`src/sv/assert_macros.svh`:
```
// ---------------------------------------------------------------------------
// Assertion macros
// Concurrent assertion wrappers shared by the RTL; NO_ASSERTIONS removes them.
// ---------------------------------------------------------------------------
`ifndef ASSERT_MACROS_SVH
`define ASSERT_MACROS_SVH

`ifndef NO_ASSERTIONS
`define ASSERT_PROP(label, clk, rst_n, prop, msg) \
  label: assert property (@(posedge clk) disable iff (!rst_n) prop) else $error(msg);
`define ASSERT_NEVER(label, clk, rst_n, cond, msg) \
  label: assert property (@(posedge clk) disable iff (!rst_n) !(cond)) else $error(msg);
`else
`define ASSERT_PROP(label, clk, rst_n, prop, msg)
`define ASSERT_NEVER(label, clk, rst_n, cond, msg)
`endif

`endif

```
`src/sv/cefp_pkg.sv`:
```
// ---------------------------------------------------------------------------
// cefp_pkg
// Types and constants of the command and escaped frame parser.
// ---------------------------------------------------------------------------
package cefp_pkg;

  localparam int MaxNameLenDef    = 20;
  localparam int MaxFrameBytesDef = 524288;

  localparam int PtrW      = 20;
  localparam int LimW      = 21;
  localparam int NameLenW  = 5;
  localparam int NameKeep  = 5;
  localparam int AddrW     = 19;
  localparam int FifoDepth = 4;
  localparam int FifoIdxW  = $clog2(FifoDepth);
  localparam int FifoCntW  = $clog2(FifoDepth + 1);

  localparam logic [PtrW-1:0] FrameBytesRst = 20'd262144;

  localparam logic [7:0] ByteNl    = 8'h0A;
  localparam logic [7:0] ByteComma = 8'h2C;
  localparam logic [7:0] ByteZero  = 8'h00;

  // Register byte address index of frame_bytes.
  localparam logic RegFrameBytes = 1'b0;

  typedef enum logic [1:0] {
    ModeCmd  = 2'd0,
    ModeDraw = 2'd1,
    ModeEsc  = 2'd2
  } mode_e;

  typedef enum logic [2:0] {
    EvWrite    = 3'd0,
    EvClear    = 3'd1,
    EvCommit   = 3'd2,
    EvOverflow = 3'd3,
    EvBadEsc   = 3'd4,
    EvTooLong  = 3'd5,
    EvUnknown  = 3'd6,
    EvAbort    = 3'd7
  } ev_e;

  typedef struct packed {
    ev_e              ev;
    logic [AddrW-1:0] addr;
    logic [7:0]       data;
    logic             last;
  } result_t;

  // Results produced by one accepted byte, in order.
  typedef struct packed {
    logic [1:0] n;
    result_t    r0;
    result_t    r1;
  } push_t;

endpackage

```
`src/sv/cefp_cfg.sv`:
```
// ---------------------------------------------------------------------------
// cefp_cfg
// APB-style register port holding the frame size.
// ---------------------------------------------------------------------------
module cefp_cfg (
  input  logic                    clk_i,
  input  logic                    rst_ni,
  input  logic                    psel,
  input  logic                    penable,
  input  logic                    pwrite,
  input  logic [2:0]              paddr,
  input  logic [31:0]             pwdata,
  output logic [31:0]             prdata,
  output logic                    pready,
  output logic [cefp_pkg::PtrW-1:0] frame_bytes_o
);
  import cefp_pkg::*;

  logic [PtrW-1:0] frame_bytes_q;
  logic            wr_en;

  assign pready = 1'b1;
  assign wr_en  = psel && penable && pwrite && (paddr[2] == RegFrameBytes);

  always_ff @(posedge clk_i or negedge rst_ni) begin
    if (!rst_ni) begin
      frame_bytes_q <= FrameBytesRst;
    end else if (wr_en) begin
      frame_bytes_q <= pwdata[PtrW-1:0];
    end
  end

  always_comb begin
    prdata = '0;
    if (paddr[2] == RegFrameBytes) begin
      prdata = {{(32-PtrW){1'b0}}, frame_bytes_q};
    end
  end

  assign frame_bytes_o = frame_bytes_q;

endmodule

```
`src/sv/cefp_parser.sv`:
```
// ---------------------------------------------------------------------------
// cefp_parser
// Parser state and the single-pass decode of one stream byte.
// ---------------------------------------------------------------------------
module cefp_parser #(
  parameter int MaxNameLen    = cefp_pkg::MaxNameLenDef,
  parameter int MaxFrameBytes = cefp_pkg::MaxFrameBytesDef
) (
  input  logic                      clk_i,
  input  logic                      rst_ni,
  input  logic                      accept_i,
  input  logic [7:0]                in_byte_i,
  input  logic [cefp_pkg::PtrW-1:0] frame_bytes_i,
  output cefp_pkg::push_t           push_o
);
  import cefp_pkg::*;

  localparam logic [LimW-1:0]     MaxLim = LimW'(MaxFrameBytes);
  localparam logic [NameLenW-1:0] LenMax = NameLenW'(MaxNameLen);

  mode_e               mode_q, mode_d;
  logic [NameLenW-1:0] len_q, len_d;
  logic [7:0]          nb_q [NameKeep];
  logic [7:0]          nb_d [NameKeep];
  logic [PtrW-1:0]     wp_q, wp_d;

  logic [LimW-1:0]     limit;
  logic [PtrW-1:0]     wp_inc;
  logic [NameLenW-1:0] len_inc;
  logic                wp_full, inc_full, is_draw, do_write, clr_name;
  logic [7:0]          wr_data;
  push_t               push;

  always_comb begin
    limit = ({1'b0, frame_bytes_i} > MaxLim) ? MaxLim : {1'b0, frame_bytes_i};
  end

  assign wp_inc   = wp_q + PtrW'(1);
  assign wp_full  = {1'b0, wp_q} >= limit;
  assign inc_full = {1'b0, wp_inc} >= limit;
  assign len_inc  = len_q + NameLenW'(1);
  // Exact match of all five kept bytes, the fifth being the terminating zero.
  assign is_draw  = (nb_q[0] == 8'h64) && (nb_q[1] == 8'h72) && (nb_q[2] == 8'h61) &&
                    (nb_q[3] == 8'h77) && (nb_q[4] == ByteZero);

  always_comb begin
    mode_d   = mode_q;
    len_d    = len_q;
    nb_d     = nb_q;
    wp_d     = wp_q;
    push     = '0;
    do_write = 1'b0;
    clr_name = 1'b0;
    wr_data  = in_byte_i;

    if (accept_i) begin
      case (mode_q)
        ModeDraw: begin
          if (wp_full) begin
            push.n     = 2'd1;
            push.r0.ev = EvOverflow;
            mode_d     = ModeCmd;
          end else if (in_byte_i == ByteNl) begin
            mode_d = ModeEsc;
          end else begin
            do_write = 1'b1;
          end
        end
        ModeEsc: begin
          if (in_byte_i == ByteNl) begin
            push.n     = 2'd1;
            push.r0.ev = EvCommit;
            mode_d     = ModeCmd;
          end else if (in_byte_i == ByteZero) begin
            do_write = 1'b1;
            wr_data  = ByteNl;
          end else begin
            push.n     = 2'd1;
            push.r0.ev = EvBadEsc;
            mode_d     = ModeCmd;
          end
        end
        default: begin
          mode_d = ModeCmd;
          if (in_byte_i == ByteNl) begin
            push.n     = 2'd1;
            push.r0.ev = EvAbort;
            clr_name   = 1'b1;
          end else if (in_byte_i == ByteComma) begin
            push.n   = 2'd1;
            clr_name = 1'b1;
            if (is_draw) begin
              push.r0.ev = EvClear;
              wp_d       = '0;
              if (limit == '0) begin
                push.n     = 2'd2;
                push.r1.ev = EvOverflow;
              end else begin
                mode_d = ModeDraw;
              end
            end else begin
              push.r0.ev = EvUnknown;
            end
          end else begin
            for (int i = 0; i < NameKeep; i++) begin
              if (len_q == NameLenW'(i)) begin
                nb_d[i] = in_byte_i;
              end
            end
            len_d = len_inc;
            if (len_inc >= LenMax) begin
              push.n     = 2'd1;
              push.r0.ev = EvTooLong;
              clr_name   = 1'b1;
            end
          end
        end
      endcase
    end

    if (do_write) begin
      push.r0.ev   = EvWrite;
      push.r0.addr = wp_q[AddrW-1:0];
      push.r0.data = wr_data;
      wp_d         = wp_inc;
      if (inc_full) begin
        push.n     = 2'd2;
        push.r1.ev = EvOverflow;
        mode_d     = ModeCmd;
      end else begin
        push.n = 2'd1;
        mode_d = ModeDraw;
      end
    end

    if (clr_name) begin
      len_d = '0;
      for (int i = 0; i < NameKeep; i++) begin
        nb_d[i] = '0;
      end
    end

    if (push.n == 2'd1) begin
      push.r0.last = 1'b1;
    end
    if (push.n == 2'd2) begin
      push.r1.last = 1'b1;
    end
  end

  always_ff @(posedge clk_i or negedge rst_ni) begin
    if (!rst_ni) begin
      mode_q <= ModeCmd;
      len_q  <= '0;
      wp_q   <= '0;
      for (int i = 0; i < NameKeep; i++) begin
        nb_q[i] <= '0;
      end
    end else begin
      mode_q <= mode_d;
      len_q  <= len_d;
      wp_q   <= wp_d;
      nb_q   <= nb_d;
    end
  end

  assign push_o = push;

endmodule

```
`src/sv/cefp_out_fifo.sv`:
```
// ---------------------------------------------------------------------------
// cefp_out_fifo
// Small result queue taking up to two results per cycle and giving one.
// ---------------------------------------------------------------------------
module cefp_out_fifo (
  input  logic                          clk_i,
  input  logic                          rst_ni,
  input  cefp_pkg::push_t               push_i,
  input  logic                          pop_i,
  output cefp_pkg::result_t             head_o,
  output logic [cefp_pkg::FifoCntW-1:0] count_o
);
  import cefp_pkg::*;

  result_t             mem_q [FifoDepth];
  logic [FifoIdxW-1:0] wr_q, rd_q;
  logic [FifoCntW-1:0] cnt_q, cnt_d;
  logic [FifoIdxW-1:0] wr_nxt;

  assign wr_nxt = wr_q + FifoIdxW'(1);
  assign cnt_d  = cnt_q + FifoCntW'(push_i.n) - FifoCntW'(pop_i);

  always_ff @(posedge clk_i) begin
    if (push_i.n != 2'd0) begin
      mem_q[wr_q] <= push_i.r0;
    end
    if (push_i.n == 2'd2) begin
      mem_q[wr_nxt] <= push_i.r1;
    end
  end

  always_ff @(posedge clk_i or negedge rst_ni) begin
    if (!rst_ni) begin
      wr_q  <= '0;
      rd_q  <= '0;
      cnt_q <= '0;
    end else begin
      wr_q  <= wr_q + FifoIdxW'(push_i.n);
      rd_q  <= rd_q + FifoIdxW'(pop_i);
      cnt_q <= cnt_d;
    end
  end

  assign head_o  = mem_q[rd_q];
  assign count_o = cnt_q;

endmodule

```
`src/sv/command_and_escaped_frame_parser_core.sv`:
```
// ---------------------------------------------------------------------------
// command_and_escaped_frame_parser_core
// Byte-stream command parser with escaped frame-byte writes.
// ---------------------------------------------------------------------------
// Stream bytes arrive on in_valid_i/in_byte_i and are taken when in_stall_o
// is low. Each byte yields zero, one or two result items (event, address,
// data, last) on out_valid_o, taken when out_stall_i is low; last marks the
// final item of a byte.
// A byte's items are written to the result queue as it is taken and offered
// from the queue head in order. Throughput: one byte per cycle while each byte
// yields at most one item and out_stall_i stays low; a byte that yields two
// items takes two pops from the single output port of the four-entry queue.
// in_stall_o rises while more than two items are queued, so a byte is only
// taken when both of its possible items fit; a stalled receiver thus backs
// the input up once more than two items are queued, and nothing is dropped.
// Reset puts the parser in command mode with an empty name, the write
// pointer at zero, the queue empty and frame_bytes at 262144.
// frame_bytes is written over the APB-style port at byte address 0 and
// should only be changed while the block is idle.
// ---------------------------------------------------------------------------
`include "assert_macros.svh"

module command_and_escaped_frame_parser_core #(
  parameter int MaxNameLen    = cefp_pkg::MaxNameLenDef,
  parameter int MaxFrameBytes = cefp_pkg::MaxFrameBytesDef
) (
  input  logic                       clk_i,
  input  logic                       rst_ni,
  input  logic                       in_valid_i,
  output logic                       in_stall_o,
  input  logic [7:0]                 in_byte_i,
  output logic                       out_valid_o,
  input  logic                       out_stall_i,
  output logic [2:0]                 event_res_o,
  output logic [cefp_pkg::AddrW-1:0] address_o,
  output logic [7:0]                 data_o,
  output logic                       last_o,
  input  logic                       psel,
  input  logic                       penable,
  input  logic                       pwrite,
  input  logic [2:0]                 paddr,
  input  logic [31:0]                pwdata,
  output logic [31:0]                prdata,
  output logic                       pready
);
  import cefp_pkg::*;

  logic [PtrW-1:0]     frame_bytes;
  logic                accept, pop;
  push_t               push;
  result_t             head;
  logic [FifoCntW-1:0] count;

  cefp_cfg u_cfg (
    .clk_i         (clk_i),
    .rst_ni        (rst_ni),
    .psel          (psel),
    .penable       (penable),
    .pwrite        (pwrite),
    .paddr         (paddr),
    .pwdata        (pwdata),
    .prdata        (prdata),
    .pready        (pready),
    .frame_bytes_o (frame_bytes)
  );

  cefp_parser #(
    .MaxNameLen    (MaxNameLen),
    .MaxFrameBytes (MaxFrameBytes)
  ) u_parser (
    .clk_i         (clk_i),
    .rst_ni        (rst_ni),
    .accept_i      (accept),
    .in_byte_i     (in_byte_i),
    .frame_bytes_i (frame_bytes),
    .push_o        (push)
  );

  cefp_out_fifo u_fifo (
    .clk_i   (clk_i),
    .rst_ni  (rst_ni),
    .push_i  (push),
    .pop_i   (pop),
    .head_o  (head),
    .count_o (count)
  );

  assign in_stall_o  = count > FifoCntW'(FifoDepth - 2);
  assign accept      = in_valid_i && !in_stall_o;
  assign out_valid_o = count != '0;
  assign pop         = out_valid_o && !out_stall_i;

  assign event_res_o = head.ev;
  assign address_o   = head.addr;
  assign data_o      = head.data;
  assign last_o      = head.last;

  `ASSERT_NEVER(a_count_range, clk_i, rst_ni, count > FifoCntW'(FifoDepth),
                "result queue count beyond depth")
  `ASSERT_PROP(a_count_track, clk_i, rst_ni,
               $past(rst_ni) |-> (count == $past(count) + FifoCntW'($past(push.n))
                                  - FifoCntW'($past(pop))),
               "result queue count out of step with pushes and pops")
  `ASSERT_PROP(a_pair_queued, clk_i, rst_ni,
               (out_valid_o && !head.last) |-> (count >= FifoCntW'(2)),
               "first item of a pair offered without its partner queued")
  `ASSERT_PROP(a_no_push_stalled, clk_i, rst_ni,
               (in_stall_o || !in_valid_i) |-> (push.n == 2'd0),
               "results produced without an accepted byte")

endmodule
```
`config.mk`:
```
export PLATFORM = sky130hd
export DESIGN_NAME = command_and_escaped_frame_parser_core
export DESIGN_NICKNAME = d
export VERILOG_FILES = /design/src/sv/cefp_pkg.sv /design/src/sv/cefp_cfg.sv /design/src/sv/cefp_parser.sv /design/src/sv/cefp_out_fifo.sv /design/src/sv/command_and_escaped_frame_parser_core.sv
export VERILOG_INCLUDE_DIRS = /design/src /design/src/sv
export SDC_FILE = /design/constraint.sdc
export NUM_CORES = 1
export LEC_CHECK = 0
export BUFFER_PORTS_ARGS = -buffer_cell sky130_fd_sc_hd__buf_2
export CAP_MARGIN = 20
export CORE_MARGIN = 3
export CORE_UTILIZATION = 40
export CTS_CLUSTER_SIZE = 25
export DETAILED_ROUTE_END_ITERATION = 8
export PLACE_DENSITY = 0.56
export SYNTH_ARGS = -nofsm -noshare
export SYNTH_HDL_FRONTEND = slang
export SYNTH_SLANG_ARGS = --single-unit
export TNS_END_PERCENT = 10
```
`constraint.sdc`:
```
create_clock -name clk_i -period 7.8 [get_ports clk_i]
set_clock_uncertainty 0.05 [all_clocks]
set_input_delay 0.78 -clock clk_i [delete_from_list [all_inputs] [get_ports clk_i]]
set_output_delay 0.78 -clock clk_i [all_outputs]
set_load 0.02 [all_outputs]
```
### Word level (Yosys, flattened, before mapping)

Memory sizes are Yosys's and may differ from the RTL's.
Cells that the tools add are included.

* flip-flop bits (word level): 94
* RAM bits: 124
* bits of input ports: 50
* output and inout port bits: 66
* memories: 1

* add/sub/neg operators: 7
* order comparisons: 5
* eq/ne operators: 21
* multiplexer cells: 76
* bitwise operators: 1
* reductions and logical operators: 35

Memories
* u_fifo.mem_q: depth 4, width 31, read ports 1, clocked after Yosys merged registers in 0, write ports 2, RTL line cefp_out_fifo.sv:15 `result_t mem_q [FifoDepth];`

Operators by type and width (number)
* two-way mux 40 bit: 5
* two-way mux 20 bit: 8
* two-way mux 8 bit: 9
* two-way mux 5 bit: 9
* >= comparator 20 x 21 -> 1 bit: 2
* == test 8 x 7 -> 1 bit (second input constant): 4
* two-way mux 32 bit: 1
* AND reduction 5 bit: 6
* two-way mux 2 bit: 13
* two-way mux 3 bit: 8
* zero test 21 bit: 1
* adder 20 x 1 -> 20 bit (second input constant): 1
* greater-than comparator 20 bit (second input constant): 1
* nonzero test 2 bit: 10
* two-way mux 1 bit: 17
* zero test 8 bit: 2
* two-way mux 4 bit: 3
* == test 5 x 2 -> 1 bit (second input constant): 2
* != test 2 x 1 -> 1 bit (second input constant): 5
* case mux 5 bit (2 select lines): 1
* logical AND 1 bit: 9
* == test 8 x 4 -> 1 bit (second input constant): 1
* == test 8 x 6 -> 1 bit (second input constant): 1
* adder 5 x 1 -> 5 bit (second input constant): 1
* other kinds (22): 25

### Logic depth before layout (Yosys ltp)

* depth after elaboration: 14
* mapped depth: 22

### Cells and area by module

From an unflattened synthesis, not the netlist that was laid out.

* cell total of the unflattened synthesis: 1023
* area total of the unflattened synthesis: 12822.3 um^2

By module, submodules not included
* cefp_out_fifo: instances 1, cells an instance 335, area each 6660.1 um^2, sequential area each 3898.7 um^2
* cefp_parser: instances 1, cells an instance 603, area each 5034.8 um^2, sequential area each 1676.6 um^2
* cefp_cfg: instances 1, cells an instance 80, area each 1086.0 um^2, sequential area each 501.7 um^2
* command_and_escaped_frame_parser_core: instances 1, cells an instance 5, area each 41.3 um^2, sequential area each 0.0 um^2

### Least setup slack after synthesis

OpenSTA, ideal clock, no wires.

* kind: register to register
* from: register u_cfg.frame_bytes_q[4] (netlist: u_cfg.frame_bytes_o[4])
* to: register u_fifo.cnt_q[2] (netlist: u_fifo.count_o[2])
* library setup time: 123 ps
* arrival: 4650 ps
* data required time: 7627 ps
* setup slack: 2978 ps
* cell stages (with the launch flop): 18
* buffers on the path: 1
* clock period less this slack: 4822 ps
* path through: dfrtp_1 > nor4_1 > nand4_1 > o41ai_1 > nand2_1 > ha_1 > a21oi_1 > o21ai_0 > a221o_1 > a211oi_2 > a21oi_2 > o21ai_2 > inv_2 > clkbuf_1 > ha_1 > fa_1 > xor2_1 > xnor2_1

* longest elaborated chain between the ends: 12

RTL lines
* from (decl): RTL line cefp_cfg.sv:19 `logic [PtrW-1:0] frame_bytes_q;`
* from (signal assigned): RTL line cefp_cfg.sv:27 `frame_bytes_q <= FrameBytesRst;`
* from (signal assigned): RTL line cefp_cfg.sv:29 `frame_bytes_q <= pwdata[PtrW-1:0];`
* greater-than comparator 20 bit: RTL line cefp_parser.sv:35 `limit = ({1'b0, frame_bytes_i} > MaxLim) ? MaxLim : {1'b0, frame_bytes_i};`
* two-way mux 20 bit (*): RTL line cefp_parser.sv:35
* branches (longest 7 deep; another with >= comparator 20 x 21 -> 1 bit)
* two-way mux 32 bit (*): RTL line cefp_parser.sv:121 `if (do_write) begin`
* adder 3 x 2 -> 3 bit (*): RTL line cefp_out_fifo.sv:21 `assign cnt_d = cnt_q + FifoCntW'(push_i.n) - FifoCntW'(pop_i);`
* subtractor 3 x 1 -> 3 bit (*): RTL line cefp_out_fifo.sv:21
* named net u_fifo.cnt_d[2]: RTL line cefp_out_fifo.sv:17 `logic [FifoCntW-1:0] cnt_q, cnt_d;`
* to (signal assigned): RTL line cefp_out_fifo.sv:40 `cnt_q <= cnt_d;`
* to (decl): RTL line cefp_out_fifo.sv:17

Mark *: on every way through the listed nets, which the timed path passes.
A chain may end at the register's enable or synchronous reset.

### Worst setup path in the final report

Ends and elaborated chain as after synthesis.

==> results.cfg <==
[drt]
viasPerCell = 6.28
firstDrtPassIters = 5
antenna_left = 0
routedWlPerCell_microns = 22.2
drc = 0
wl_microns = 37100
vias = 10504
dr.first_iter.drc_count = 1070

[sta]
slew_headroom_pct = 28.3
finalSetupTns_ns = 0
finalHoldViolations = 0
setup-violations-final = 0
worst_pin_slew_ns = 1.08
rsz0062_at_grt = false
layout_min_cycle_time_ns = 5.90
drv_slew = 0
clock.fmax_mhz = 170
period_share_pct = 75.6

[die]
core_area_sq_mm = 0.0309
die_height_microns = 184
row_count = 64
die_x_microns = 184
initial_core_util_pct = 40.9
die_area_sq_mm = 0.0338
ios = 116

[global_route]
grt_pass1_vias = 10304
gr-total-overflow = 0
antenna_found_initial = 0
grt_start_max_net_pins = 96
grt_use_total_pct = 21.5
grt_pass1_wl_microns = 59200

[clocking]
cts.repair.resized = 0
cts_hold_buf = 0
tritoncts = yes
cts-buffers-inserted = 27
cts_max_path_buffers = 3
clock_latency_ns = 0.54
clk_pin_slew_ns = 0.06
cts_setup_buffers = 0
htreeDepth = 1
clock_sinks = 218
cts_root_buf = clkbuf_16

[placed_design]
portBuffers = 88
place_congestion = 0.782
dp_hpwl_microns = 22100

[worst_setup_path]
cp_data_arrival_time_ns = 6.26
critPathKind = reg2reg
cp_slowest_cell = o41ai_1
worstPathRequired_ns = 8.17
cpPeakStageDelay_ns = 0.84
path_cells = nor4_1, nand4_1, o41ai_1, nand2_1, ha_1, a21oi_1, o21ai_0, a221o_1, a211oi_2, a21o_4, a22o_1, inv_1, ha_1, inv_1, ha_1, inv_1, fa_1, xor2_1, xnor2_1
cp_num_buf_inv = 3
path_delay_family = compound AO/OA/AOI/OAI gates
setup.worst_path.start_class = flop
crit_fanout = 27
end_kind = flop

[synth]
async_flop_share_pct = 43.1
synth_edf_count = 12
synthesis.area_sq_mm = 0.0126
synthFlopType = dfxtp_1
synth.avg_cell_area_sq_um = 10.1
ys_seq_area_share_pct = 39.2
ys_ff_latch = 218
synth_cells = 1257
ys_types = 83
yosysWarnings = 0

[power_and_ir_drop]
ir_worst_vdd_mv = 0.487
power_mw = 5.48
p_per_area_mw_per_mm2 = 390
p_leak_nw = 5.98

[final_layout]
seq_area_sq_mm = 0.00496
fillers = 2970
layout-drive-gt1-share_pct = 22.5
synthToLayoutAreaGrowth_pct = 11.3
multi_input_area_sq_mm = 0.00697
nets = 1358
diodes = 0

[run]
max-cap-violations = 0

[outcome]
status = finished clean

[hold_path]
hold_path.class = in2async
## where the power goes
group          switching [mW]  internal (mW)  total, mW
combinational            1.63          0.806       2.44
sequential              0.317           1.46       1.77
clock                   0.497          0.775       1.27
## cells in the final DEF (no fill, tap or decap), types with 9 or more instances in the layout
cell type / n
nand4_1: 10
o221ai_1: 102
buf_4: 21
o221ai_2: 10
nor2_1: 23
edfxtp_1: 12
buf_2: 87
nor4_1: 9
nand2_1: 52
ha_1: 52
clkbuf_16: 27
conb_1: 13
nor3_1: 9
dfrtp_1: 92
a22oi_1: 108
nor2b_1: 29
nand3_1: 132
o22ai_1: 15
o21ai_0: 27
a21oi_1: 36
dfxtp_1: 112
mux4_2: 31
a21o_1: 14
mux2_2: 54
xnor2_1: 16
inv_1: 27
## Yosys cell counts (6+ instances only)
master / instances / area [sq um]
o22ai_1: 15 / 93.8
mux2_2: 54 / 608
xnor2_1: 16 / 140
or3_1: 8 / 50.1
clkbuf_1: 89 / 334
dfxtp_1: 112 / 2240
inv_1: 27 / 101
xor2_1: 7 / 61.3
nor2_1: 24 / 90.1
nor4_1: 9 / 56.3
o221ai_2: 10 / 150
ha_1: 52 / 651
buf_2: 28 / 140
a22oi_1: 108 / 811
edfxtp_1: 12 / 360
o221ai_1: 102 / 893
buf_4: 17 / 128
o21ai_0: 30 / 150
mux4_2: 31 / 698
mux2_1: 6 / 67.6
a21oi_1: 36 / 180
nand4_1: 10 / 62.6
dfrtp_1: 93 / 2330
nor2b_1: 31 / 194
nand3_1: 132 / 661
buf_1: 12 / 45.0
nor3_1: 9 / 45.0
nand2_1: 52 / 195
a21o_1: 15 / 113
and3_1: 8 / 50.1
## cell type report
| cell class | count | share of cell area [%] |
|---|---|---|
| Timing Repair Buffer | 110 | 4.44 |
| Inverter | 28 | 0.747 |
| Clock buffer | 38 | 5.66 |
| Multi-Input combinational cell | 870 | 49.6 |
| Sequential cell | 218 | 35.2 |
| Clock inverter | 12 | 0.845 |
| Tap cell | 396 | 3.52 |
## worst paths after layout
path	from	end	slack [ns]	depth (start not counted)
setup / recovery	u_cfg.frame_bytes_o[4]	u_fifo.count_o[2]	1.90	19
hold / removal	rst_ni	u_parser.nb_q[21]	0.09	1
setup reg to reg	u_cfg.frame_bytes_o[4]	u_fifo.count_o[2]	1.90	19
hold reg to reg	u_fifo.mem_q[0][8]	u_fifo.mem_q[0][8]	0.42	2
max in group asynchronous	rst_ni	u_parser.wp_q[6]	6.39	2
min in group clk_i	u_fifo.mem_q[0][8]	u_fifo.mem_q[0][8]	0.42	2
## registers in the layout (all words and copies together) (netlist names)
signal	cells
u_parser.len_q	5
u_parser.mode_q	2
u_parser.wp_q	20
u_fifo.rd_q	2
u_fifo.mem_q	124
u_parser.nb_q	40
u_cfg.frame_bytes_o	20
u_fifo.count_o	3
u_fifo.wr_q	2
## stage by stage
stage,cell area [sq um],setup slack [ns],util (%),hold WS (ns),std cells
6_report,14100,1.90,45.5,0.0949,1672
5_1_grt,14100,1.31,45.5,0.107,1672
4_1_cts,14100,1.78,45.5,0.0884,1671
3_5_place_dp,13100,1.81,42.5,0.414,1621
3_3_place_gp,13100,1.84,42.5,0.407,1621
2_1_floorplan,12700,2.98,-,0.396,1268
## worst reg2reg max path: cells and delay by family, from the launching register on
family / cells / cell delay, ns
AO/OA/AOI/OAI: 7 / 2.82
adder cells (fa/ha/maj): 4 / 1.16
AND/OR/NAND/NOR: 3 / 0.80
flip-flops: 1 / 0.41
XOR/XNOR: 2 / 0.28
buffers and inverters: 3 / 0.26
## logic make-up after synthesis
logic type / Yosys count / share of synthesized area [%]
AOI/OAI and AO/OA: 365 / 22.4
and+or+nand+nor: 325 / 14.1
DFF: 218 / 39.2
buffers and inverters: 180 / 6.45
muxes: 91 / 10.9
adders and majority gates: 53 / 5.30
xor gates and xnor gates: 23 / 1.59
other: 2 / 0.0594
## metal layers
| layer | part of all wire, % | vias up | track usage, % | wire length (microns) |
|---|---|---|---|---|
| met3 | 6.1 | 56 | 3.48 | 2270 |
| li1 | - | 4859 | - | - |
| met5 | 0 | - | 0 | 0 |
| met4 | 2.1 | 0 | 5.05 | 777 |
| met1 | 46 | 5221 | 31.6 | 17200 |
| met2 | 45 | 368 | 33.6 | 16900 |
No activity file was read; power rests on OpenSTA's default activity.
